===== src/design/gm3_pkg.sv =====
// Package for the 3x3 gradient magnitude unit: states, geometry constants, kernels.
// No dependencies.
`timescale 1ns / 1ps

package gm3_pkg;

    localparam int MAX_WIDTH  = 1024;
    localparam int MAX_HEIGHT = 1024;
    localparam int COL_W      = 10;
    localparam int ROW_W      = 10;
    localparam int DIM_W      = 11;
    localparam int PIX_W      = 8;
    localparam int GRAD_W     = 14;
    localparam int SQ_W       = 24;
    localparam int SUM_W      = 25;

    localparam logic [DIM_W-1:0] DIM_MIN = 11'd3;
    localparam logic [DIM_W-1:0] W_MAX   = DIM_W'(MAX_WIDTH);
    localparam logic [DIM_W-1:0] H_MAX   = DIM_W'(MAX_HEIGHT);

    // configuration register indexes
    localparam logic [1:0] REG_WIDTH  = 2'd0;
    localparam logic [1:0] REG_HEIGHT = 2'd1;
    localparam logic [1:0] REG_OPSEL  = 2'd2;

    // operator codes
    localparam logic [1:0] OP_SOBEL   = 2'd0;
    localparam logic [1:0] OP_SCHARR  = 2'd1;
    localparam logic [1:0] OP_LAPLACE = 2'd2;

    // kernel rows: Sobel x/y, Scharr x/y, Laplacian
    localparam logic signed [4:0] KERN [5][9] = '{
        '{-5'sd1,  5'sd0,  5'sd1, -5'sd2,  5'sd0,  5'sd2, -5'sd1,  5'sd0,  5'sd1},
        '{-5'sd1, -5'sd2, -5'sd1,  5'sd0,  5'sd0,  5'sd0,  5'sd1,  5'sd2,  5'sd1},
        '{-5'sd3,  5'sd0,  5'sd3, -5'sd10, 5'sd0,  5'sd10, -5'sd3, 5'sd0,  5'sd3},
        '{-5'sd3, -5'sd10, -5'sd3, 5'sd0,  5'sd0,  5'sd0,  5'sd3,  5'sd10, 5'sd3},
        '{-5'sd1, -5'sd1, -5'sd1, -5'sd1,  5'sd8, -5'sd1, -5'sd1, -5'sd1, -5'sd1}
    };

    typedef enum logic [2:0] {
        ST_CLEAR,
        ST_IDLE,
        ST_READ,
        ST_SQUARE,
        ST_START,
        ST_ROOT,
        ST_OUT
    } gm3_state_t;

    typedef struct packed {
        logic conv_en;
        logic sq_en;
    } kern_ctl_t;

endpackage


===== src/design/gm3_kernel.sv =====
// Kernel pair sums and their squares, two register stages.
// Depends on gm3_pkg.
`timescale 1ns / 1ps

module gm3_kernel (
    input  logic                      aclk,
    input  gm3_pkg::kern_ctl_t        ctl,
    input  logic [1:0]                op_sel,
    input  logic [gm3_pkg::PIX_W-1:0] pix [9],
    output logic [gm3_pkg::SUM_W-1:0] sum_sq
);
    import gm3_pkg::*;

    logic signed [GRAD_W-1:0] acc [5];
    logic signed [GRAD_W-1:0] gx_next, gy_next;
    logic signed [GRAD_W-1:0] gx_reg, gy_reg;
    logic signed [27:0]       gx_w, gy_w, px2, py2;
    logic [SQ_W-1:0]          sqx_reg, sqy_reg;

    // constant coefficients, so each term folds to shifts and adds
    always_comb begin
        for (int k = 0; k < 5; k++) begin
            acc[k] = '0;
            for (int i = 0; i < 9; i++) begin
                acc[k] = acc[k] + GRAD_W'($signed({6'b0, pix[i]}))
                                  * GRAD_W'(KERN[k][i]);
            end
        end
    end

    always_comb begin
        case (op_sel)
            OP_SCHARR: begin
                gx_next = acc[2];
                gy_next = acc[3];
            end
            OP_LAPLACE: begin
                gx_next = acc[4];
                gy_next = acc[4];
            end
            default: begin
                gx_next = acc[0];
                gy_next = acc[1];
            end
        endcase
    end

    assign gx_w = 28'(gx_reg);
    assign gy_w = 28'(gy_reg);
    assign px2  = gx_w * gx_w;
    assign py2  = gy_w * gy_w;

    always_ff @(posedge aclk) begin
        if (ctl.conv_en) begin
            gx_reg <= gx_next;
            gy_reg <= gy_next;
        end
        if (ctl.sq_en) begin
            sqx_reg <= px2[SQ_W-1:0];
            sqy_reg <= py2[SQ_W-1:0];
        end
    end

    assign sum_sq = {1'b0, sqx_reg} + {1'b0, sqy_reg};

endmodule


===== config.mk =====
export PLATFORM = sky130hd
export DESIGN_NAME = gm3_kernel
export DESIGN_NICKNAME = d
export VERILOG_FILES = /design/src/design/gm3_pkg.sv /design/src/design/gm3_kernel.sv
export SDC_FILE = /design/constraint.sdc
export NUM_CORES = 2
export LEC_CHECK = 0
export ABC_AREA = 1
export BUFFER_PORTS_ARGS = -buffer_cell sky130_fd_sc_hd__buf_4
export CORE_MARGIN = 4
export CORE_UTILIZATION = 45
export DETAILED_ROUTE_END_ITERATION = 8
export MAX_ROUTING_LAYER = met4
export PLACE_DENSITY = 0.65
export SYNTH_ARGS = -nofsm -noshare
export SYNTH_HDL_FRONTEND = slang
export SYNTH_SLANG_ARGS = --single-unit

===== constraint.sdc =====
create_clock -name aclk -period 7.6 [get_ports aclk]
set_input_delay 0.38 -clock aclk [delete_from_list [all_inputs] [get_ports aclk]]
set_output_delay 0.38 -clock aclk [all_outputs]
set_load 0.1 [all_outputs]

==> results.json <==
{
  "status": "finished clean",
  "worst_ep_arrival_time_ns": 6.78,
  "cts_setup_buffers": 0,
  "drc": 0,
  "final_cell_area_mm2": 0.0313,
  "cpMostUsedCell": "nand2_1",
  "portBuffers": 101,
  "layout.nets": 4560,
  "ctsHoldBuffers": 0,
  "crit_fanout": 4,
  "synth_edf_count": 74,
  "via_per_inst": 4.95,
  "path_buf_inv": 4,
  "end_kind": "flop",
  "synth_cells": 3456,
  "rsz0062_at_grt": "false",
  "ys_warn_count": 0,
  "postSynthAreaPerCell_um2": 8.48,
  "post-route-period-util": 0.881,
  "holdCritStartpoint": "ctl[1]",
  "synthTopCellsByArea": "fa_1 (37%), ha_1 (17%), inv_1 (13%)",
  "clkTransAtPathRegs_ns": 0.06,
  "root_buffer": "clkbuf_16",
  "cp_slowest_cell": "fa_1",
  "diodes": 0,
  "wl_per_cell_um": 17.8,
  "yosysMostFrequentCell": "inv_1",
  "clkLatencyLatePin_ns": 0.34,
  "drt_iter0_drc": 1295,
  "startpoint_type": "input pin",
  "drive_gt1_frac": 0.0429,
  "setup_viol": 0,
  "timing.hold.ws_ns": 0.482,
  "r2r-start": "gx_reg[13]",
  "cp.required_ns": 7.68,
  "synthArstFlopShare": 0,
  "drt_first_pass_iters": 7,
  "slowest_delay_ns": 0.52,
  "grt-ovfl-total": 0,
  "synth_top_area_cell": "fa_1",
  "core_mm2": 0.0645,
  "grt_pass1_wl_um": 126000,
  "wl_um": 78100,
  "ant_nets": 0,
  "yosysTopAreaCellShare": 0.369,
  "cts.sinks": 74,
  "relSlewSlack": 0.426,
  "skew_ns": 0.00801,
  "drv_slew": 0,
  "place_area_mm2": 0.0310,
  "cts_tree": "yes",
  "grtUsageTotal": 0.237,
  "yosysSeqAreaShare": 0.0759,
  "hold_viol": 0,
  "die_area_mm2": 0.0692,
  "yosysUniqueCellTypes": 47,
  "cts_max_level": 3,
  "period_needed_ns": 6.70,
  "ys_seq_elements": 74,
  "fmax_ghz": 0.149,
  "rows": 93,
  "die_h_um": 263,
  "critPathTopFamily": "adder cells",
  "synth_common_cells": "inv_1 (1000), nand2_1 (551), fa_1 (540)",
  "synth_area_mm2": 0.0293,
  "cts-resized-gates": 0,
  "antenna_found_initial": 0,
  "vias": 21800,
  "grt_pass1_vias": 23300,
  "min_path_type": "input pin to flop",
  "cts_buffers": 9,
  "worst_pin_slew_ns": 0.852,
  "synth_ff_type": "edfxtp_1",
  "area_growth_pct": 6.93,
  "cap_viol_max_count": 0,
  "final_util": 0.486,
  "dp_hpwl_um": 70100,
  "start_util": 0.454,
  "die_x_um": 263,
  "grt_max_degree": 47,
  "path_class": "input pin to flop",
  "clockBufferDepth": 2,
  "startpoint": "pix[65]",
  "timing.setup.tns_ns": 0,
  "syn-num-nets": 4482,
  "gp_congestion": 0.966,
  "pin_count": 102
}
## cell usage in the layout (no fill, tap or decap), types with 73 or more instances in the layout
cell      synthesis  layout
buf_4             0     107
ha_1            409     409
xor2_1          133     133
fa_1            540     540
nor2_1          109     109
edfxtp_1         74      74
nand3_1         114     114
xnor2_1          73      73
inv_1          1000    1000
o21ai_0          86      86
a21oi_1         165     165
nand2_1         551     551
## layer usage
metal / vias to the layer above / routed length (um) / global-route usage
met4: 0 / 3080 / 0.0738
met2: 515 / 38700 / 0.412
li1: 10600 / - / -
met1: 10600 / 33100 / 0.296
met3: 131 / 3270 / 0.0187
met5: - / 0 / -
## worst paths after layout
kind | end | slack, ns | depth (start not counted)
setup / recovery | gx_reg[11] | 0.90 | 31
hold / removal | gy_reg[9] | 0.48 | 1
setup reg to reg | sqx_reg[23] | 1.23 | 20
hold reg to reg | sqx_reg[0] | 0.73 | 1
## metrics by stage
stage / std cells / worst slack (ns)
2_1_floorplan: 3456 / 1.35
3_3_place_gp: 4378 / 0.691
3_5_place_dp: 4378 / 0.621
4_1_cts: 4394 / 0.967
5_1_grt: 4394 / 0.605
6_report: 4394 / 0.902
## final cells by class
type	instances	area, um^2
Fill cell	6262	33100
Multi-Input combinational cell	2335	23100
Inverter	1007	3780
Sequential cell	74	2220
Tap cell	855	1070
Timing Repair Buffer	107	803
Clock buffer	9	225
Clock inverter	7	83.8
## kinds of logic after synthesis
| logic type | count (synthesis) | synth area share |
|---|---|---|
| DFF | 74 | 0.0759 |
| adders and majority gates | 949 | 0.544 |
| xor gates and xnor gates | 207 | 0.0625 |
| AOI/OAI and AO/OA | 343 | 0.0650 |
| and+or+nand+nor | 836 | 0.119 |
| buffers and inverters | 1047 | 0.134 |
Power is not shown: default switching activity piles up to over one toggle a cycle in this logic, so the estimate is an artifact.
