`src/design/gm3_pkg.sv`:
```
// Package for the 3x3 gradient magnitude unit: states, geometry constants, kernels.
// No dependencies.
`timescale 1ns / 1ps

package gm3_pkg;

    localparam int MAX_WIDTH  = 1024;
    localparam int MAX_HEIGHT = 1024;
    localparam int COL_W      = 10;
    localparam int ROW_W      = 10;
    localparam int DIM_W      = 11;
    localparam int PIX_W      = 8;
    localparam int GRAD_W     = 14;
    localparam int SQ_W       = 24;
    localparam int SUM_W      = 25;

    localparam logic [DIM_W-1:0] DIM_MIN = 11'd3;
    localparam logic [DIM_W-1:0] W_MAX   = DIM_W'(MAX_WIDTH);
    localparam logic [DIM_W-1:0] H_MAX   = DIM_W'(MAX_HEIGHT);

    // configuration register indexes
    localparam logic [1:0] REG_WIDTH  = 2'd0;
    localparam logic [1:0] REG_HEIGHT = 2'd1;
    localparam logic [1:0] REG_OPSEL  = 2'd2;

    // operator codes
    localparam logic [1:0] OP_SOBEL   = 2'd0;
    localparam logic [1:0] OP_SCHARR  = 2'd1;
    localparam logic [1:0] OP_LAPLACE = 2'd2;

    // kernel rows: Sobel x/y, Scharr x/y, Laplacian
    localparam logic signed [4:0] KERN [5][9] = '{
        '{-5'sd1,  5'sd0,  5'sd1, -5'sd2,  5'sd0,  5'sd2, -5'sd1,  5'sd0,  5'sd1},
        '{-5'sd1, -5'sd2, -5'sd1,  5'sd0,  5'sd0,  5'sd0,  5'sd1,  5'sd2,  5'sd1},
        '{-5'sd3,  5'sd0,  5'sd3, -5'sd10, 5'sd0,  5'sd10, -5'sd3, 5'sd0,  5'sd3},
        '{-5'sd3, -5'sd10, -5'sd3, 5'sd0,  5'sd0,  5'sd0,  5'sd3,  5'sd10, 5'sd3},
        '{-5'sd1, -5'sd1, -5'sd1, -5'sd1,  5'sd8, -5'sd1, -5'sd1, -5'sd1, -5'sd1}
    };

    typedef enum logic [2:0] {
        ST_CLEAR,
        ST_IDLE,
        ST_READ,
        ST_SQUARE,
        ST_START,
        ST_ROOT,
        ST_OUT
    } gm3_state_t;

    typedef struct packed {
        logic conv_en;
        logic sq_en;
    } kern_ctl_t;

endpackage

```
`src/design/gm3_isqrt.sv`:
```
// Bit-serial floor square root, one result bit per cycle, saturating at 255.
// Depends on gm3_pkg.
`timescale 1ns / 1ps

module gm3_isqrt (
    input  logic                      aclk,
    input  logic                      aresetn,
    input  logic                      start,
    input  logic [gm3_pkg::SUM_W-1:0] radicand,
    output logic                      done,
    output logic [7:0]                root
);
    import gm3_pkg::*;

    logic [SUM_W-1:0] rad_reg;
    logic [7:0]       root_reg, trial;
    logic [2:0]       idx_reg;
    logic             run_reg, done_reg;
    logic [15:0]      trial_sq;

    assign trial    = root_reg | (8'd1 << idx_reg);
    assign trial_sq = 16'(trial) * 16'(trial);

    always_ff @(posedge aclk) begin
        if (!aresetn) begin
            run_reg  <= 1'b0;
            done_reg <= 1'b0;
        end else begin
            done_reg <= run_reg && (idx_reg == 3'd0);
            if (start) begin
                run_reg <= 1'b1;
            end else if (run_reg && idx_reg == 3'd0) begin
                run_reg <= 1'b0;
            end
        end
    end

    // eight bits only, so a radicand at or above 255^2 lands on 255
    always_ff @(posedge aclk) begin
        if (start) begin
            rad_reg  <= radicand;
            root_reg <= '0;
            idx_reg  <= 3'd7;
        end else if (run_reg) begin
            if ({9'b0, trial_sq} <= rad_reg) begin
                root_reg <= trial;
            end
            idx_reg <= idx_reg - 3'd1;
        end
    end

    assign done = done_reg;
    assign root = root_reg;

endmodule
```
`config.mk`:
```
export PLATFORM = sky130hd
export DESIGN_NAME = gm3_isqrt
export DESIGN_NICKNAME = d
export VERILOG_FILES = /design/src/design/gm3_pkg.sv /design/src/design/gm3_isqrt.sv
export SDC_FILE = /design/constraint.sdc
export NUM_CORES = 1
export LEC_CHECK = 0
export ABC_AREA = 1
export BUFFER_PORTS_ARGS = -buffer_cell sky130_fd_sc_hd__buf_2
export CAP_MARGIN = 40
export CORE_MARGIN = 4
export CORE_UTILIZATION = 58
export DETAILED_ROUTE_END_ITERATION = 8
export PLACE_DENSITY = 0.83
export SLEW_MARGIN = 20
export SYNTH_ARGS = -nofsm -noshare
export SYNTH_HDL_FRONTEND = slang
export SYNTH_SLANG_ARGS = --single-unit
```
`constraint.sdc`:
```
create_clock -name aclk -period 9.4 [get_ports aclk]
set_clock_uncertainty 0.1 [all_clocks]
set_input_delay 0.94 -clock aclk [delete_from_list [all_inputs] [get_ports aclk]]
set_output_delay 0.94 -clock aclk [all_outputs]
set_load 0.01 [all_outputs]
```
==> results summary <==
The post-detailed-placement cell area came out at between 3000 and 4000 um2. The clock transition at the register clock pins on the worst setup and hold paths after CTS came out at about 80 ps. The initial utilization of the core area, before any placement, comes to 0.614. The number of hold buffers added after CTS came out at 0. The worst-case reg-to-reg path depth is 27.

The critical path is of the reg2reg type. The ratio of total power to cell area came out at ~100 nW/um2. For this run, asynchronously set or reset flops after synthesis account for 0. The total DRC errors in the routed layout is 0. The via count of the first global-routing pass came to around 2900.

The number of antenna diodes in the final layout is 0. The number of antenna violations at the first check in global routing came out at 0. The measured slew at the worst slew-check pin is 582 ps. The analysis attributes to cell leakage a power of around 2.2 nW. The later-pin clock latency in the skew report is around 300 ps. The routability congestion estimate from global placement came out at ~0.90.

Using the TritonRoute via totals, the vias-per-cell ratio works out to around 5. Counting I/O delays and the setup requirement, the final critical path takes 6000 ps. The post-synth design cell area is about 3500 um2.

The required time of the critical path came out at roughly 9500 ps. The run finished with clean final reports. The level count of the clock H-tree came out at 2. Counting stages on the worst path, the most repeated cell is sky130_fd_sc_hd__inv_1. The number of search-and-repair iterations in the first detailed-routing pass is 4. The distinct cell type count after synthesis came out at 28. The worst hold path begins at root[5]$_SDFFE_PP0P_. STA classifies the critical path startpoint as a flip-flop. The final count of hold timing violations is 0.

The setup-violating endpoint count in the final report came out at 0. The final net count is between 500 and 600. The share of the cycle needed by the critical path after routing came out at 0.639. The buffer depth of the longest clock path is 2. Setup repair after global routing left no endpoint under its margin. The slowest stage cell on the critical path is sky130_fd_sc_hd__fa_1. The max-slew headroom at the worst pin is 0.612. Synthesis produced a netlist with a net count of slightly above 500. In this run, the number of DRC markers left after iteration 0 of detailed routing was 99.

The fmax is roughly 170 MHz. The total of cells resized after clock tree synthesis is 0. The number of synthesized register bits came out at 38. The count of placed standard cells including taps is 520. The number of warnings printed during yosys synthesis is 0. Counting every instance in the synthesized netlist gives 414. The share of synthesized area occupied by flip-flops and latches is 0.290. The growth of design area from synthesis to finish is 10.7%. The routed length per placed instance came out at 12.7 um. The number of cells traversed by the worst hold path came out at 2.

The count of pins over their slew limit came to 0. Among all cell types in the netlist, the one instantiated most often is sky130_fd_sc_hd__inv_1. The x dimension of the die came out at about 86 um. The HPWL reported at the end of detailed placement came out at 5470 um. The biggest area contributor in the post-synthesis netlist is sky130_fd_sc_hd__edfxtp_1. The CTS sink count is 38.

In this run the mean area of a mapped cell was 8.42 um2. The detailed-route wire length came out at about 6700 um. Yosys attributes the largest share of cell area to sky130_fd_sc_hd__edfxtp_1, sky130_fd_sc_hd__ha_1, sky130_fd_sc_hd__fa_1. The area inside the core boundary is 5680 um2. Summed over all layers, the global routing overflow is 0. The tree is rooted in a sky130_fd_sc_hd__clkbuf_8. The number of non-filler instances in the completed layout came out at about 530. For this run, the total global-route usage over all layers was measured as 0.199. The number of setup buffers added after CTS is 0. The total of max-cap violations is 0.

The worst path arrival time is roughly 6100 ps. The area share of the leading cell type in the synthesized netlist is 0.215. The most common flop cell mapped by yosys is sky130_fd_sc_hd__edfxtp_1.

Measured along the y axis, the die boundary spans approximately 86 um. For this design the top-level I/O count stands at 37. The maximum vdd drop came out at 0.102 mV. The quantity of I/O buffers inserted on ports is 36.

On the worst path, the slowest cell contributes a delay of 540 ps. The number of enable-type register cells in the synthesized netlist came out at 25. STA classifies the critical path endpoint as a flip-flop.

The count of nets left with antenna violations after detail routing came out at 0. The register-to-register path setup slack came out at between 3000 and 4000 ps. Of all nets on the critical path, the largest fanout is 8.

The register with the most flip-flops in the layout has 25 of them. The path class of the tightest hold or removal check is reg2reg. The commonest cells after synthesis are sky130_fd_sc_hd__inv_1, sky130_fd_sc_hd__nand2_1, sky130_fd_sc_hd__ha_1, sky130_fd_sc_hd__a21oi_1, sky130_fd_sc_hd__nor2_1. TritonCTS built the clock tree. The first-pass GRT wire length is 11800 um.

The worst register-to-register path ends at root[7]$_SDFFE_PP0P_. In this run the critical register-to-register path is launched from idx_reg[0]$_SDFFE_PP1P_. The final worst-path setup slack is 3400 ps.

Entering global routing, the biggest net connects 29 pins. Summed over all failing endpoints, the final setup total negative slack is 0 ps. The total die area came out at 7310 um2. For hold timing, the worst endpoint is root[5]$_SDFFE_PP0P_. The standard-cell row count came out at 27. The final standard cell area without fillers is between 3000 and 4000 um2. The via count is 2667. The fraction of layout instances using a drive strength above 1 came out at 0.123. The final standard cell utilization of the core is 0.680. The number of buffers inserted during clock tree synthesis came out at 5. The minimum setup slack after placement came out at 3460 ps.
## kinds of logic after synthesis
family          Yosys count  synth area share
compound gates           47            0.0822
xor+xnor                 16            0.0402
fa+ha+maj                73             0.316
buf+inv                 117             0.127
flops                    38             0.290
simple gates            123             0.144
## placed cells by master (no fill, tap or decap), types with 2 or more instances in the layout
| cell | n |
|---|---|
| sky130_fd_sc_hd__inv_2 | 2 |
| sky130_fd_sc_hd__dfxtp_1 | 13 |
| sky130_fd_sc_hd__o21ai_0 | 7 |
| sky130_fd_sc_hd__nand3_1 | 8 |
| sky130_fd_sc_hd__xor2_1 | 7 |
| sky130_fd_sc_hd__nor2_1 | 26 |
| sky130_fd_sc_hd__buf_2 | 36 |
| sky130_fd_sc_hd__fa_1 | 25 |
| sky130_fd_sc_hd__a21oi_1 | 29 |
| sky130_fd_sc_hd__nand2_1 | 80 |
| sky130_fd_sc_hd__a211oi_1 | 2 |
| sky130_fd_sc_hd__edfxtp_1 | 25 |
| sky130_fd_sc_hd__xnor2_1 | 9 |
| sky130_fd_sc_hd__nor3_2 | 2 |
| sky130_fd_sc_hd__ha_1 | 48 |
| sky130_fd_sc_hd__inv_1 | 112 |
| sky130_fd_sc_hd__nor3_1 | 3 |
| sky130_fd_sc_hd__o21ai_2 | 3 |
| sky130_fd_sc_hd__nand4_1 | 2 |
| sky130_fd_sc_hd__clkbuf_8 | 5 |
| sky130_fd_sc_hd__o21ai_1 | 2 |
| sky130_fd_sc_hd__clkinvlp_4 | 2 |
## through the flow
| stage | power, mW | hold slack [ps] |
|---|---|---|
| 6_report | 0.401 | 378 |
| 5_1_grt | 0.424 | 417 |
| 4_1_cts | 0.405 | 378 |
| 3_5_place_dp | 0.266 | 362 |
| 3_3_place_gp | 0.262 | 357 |
| 2_1_floorplan | 0.244 | 371 |
## worst max-delay path, delay by kind of cell (launching register included)
kind            cells  cell delay (ps)
compound gates      5              880
fa+ha+maj           7             2960
simple gates        9              950
xor+xnor            1              160
flops               1              390
buf+inv             5              490
## where the power goes
| part | switching [mW] | leakage, nW | internal, mW |
|---|---|---|---|
| registers | 0.00450 | 0.351 | 0.189 |
| clock network | 0.0593 | 0.0504 | 0.0788 |
| logic | 0.0428 | 1.76 | 0.0262 |
| total | 0.107 | 2.16 | 0.294 |
## layout make-up
| class | count | area, um2 |
|---|---|---|
| Tap cell | 72 | 90.1 |
| Sequential cell | 38 | 1010 |
| Clock inverter | 3 | 45.0 |
| Clock buffer | 5 | 68.8 |
| Multi-Input combinational cell | 259 | 2030 |
| Timing Repair Buffer | 36 | 180 |
| Inverter | 115 | 432 |
| Fill cell | 468 | 1820 |
## metal layers
metal / GRT usage / part of all wire / vias to the layer above
li1: - / - / 1353
met1: 0.237 / 0.42 / 1244
met2: 0.353 / 0.52 / 60
met3: 0.0355 / 0.045 / 10
met4: 0.0806 / 0.015 / 0
met5: 0 / 0 / -
## how the worst max path moves through the flow
stage / depth (start not counted) / slack, ps / endpoint / startpoint
final: 27 / 3400 / root[7]$_SDFFE_PP0P_ / idx_reg[0]$_SDFFE_PP1P_
after detailed placement: 27 / 3460 / root[3]$_SDFFE_PP0P_ / idx_reg[0]$_SDFFE_PP1P_
after global routing: 27 / 2940 / root[7]$_SDFFE_PP0P_ / idx_reg[0]$_SDFFE_PP1P_
after CTS: 27 / 3390 / root[7]$_SDFFE_PP0P_ / idx_reg[0]$_SDFFE_PP1P_
after global placement: 27 / 3600 / root[5]$_SDFFE_PP0P_ / idx_reg[0]$_SDFFE_PP1P_
after floorplan: 28 / 3990 / root[0]$_SDFFE_PP0P_ / idx_reg[0]$_SDFFE_PP1P_
(Power assumes the default switching activity.)
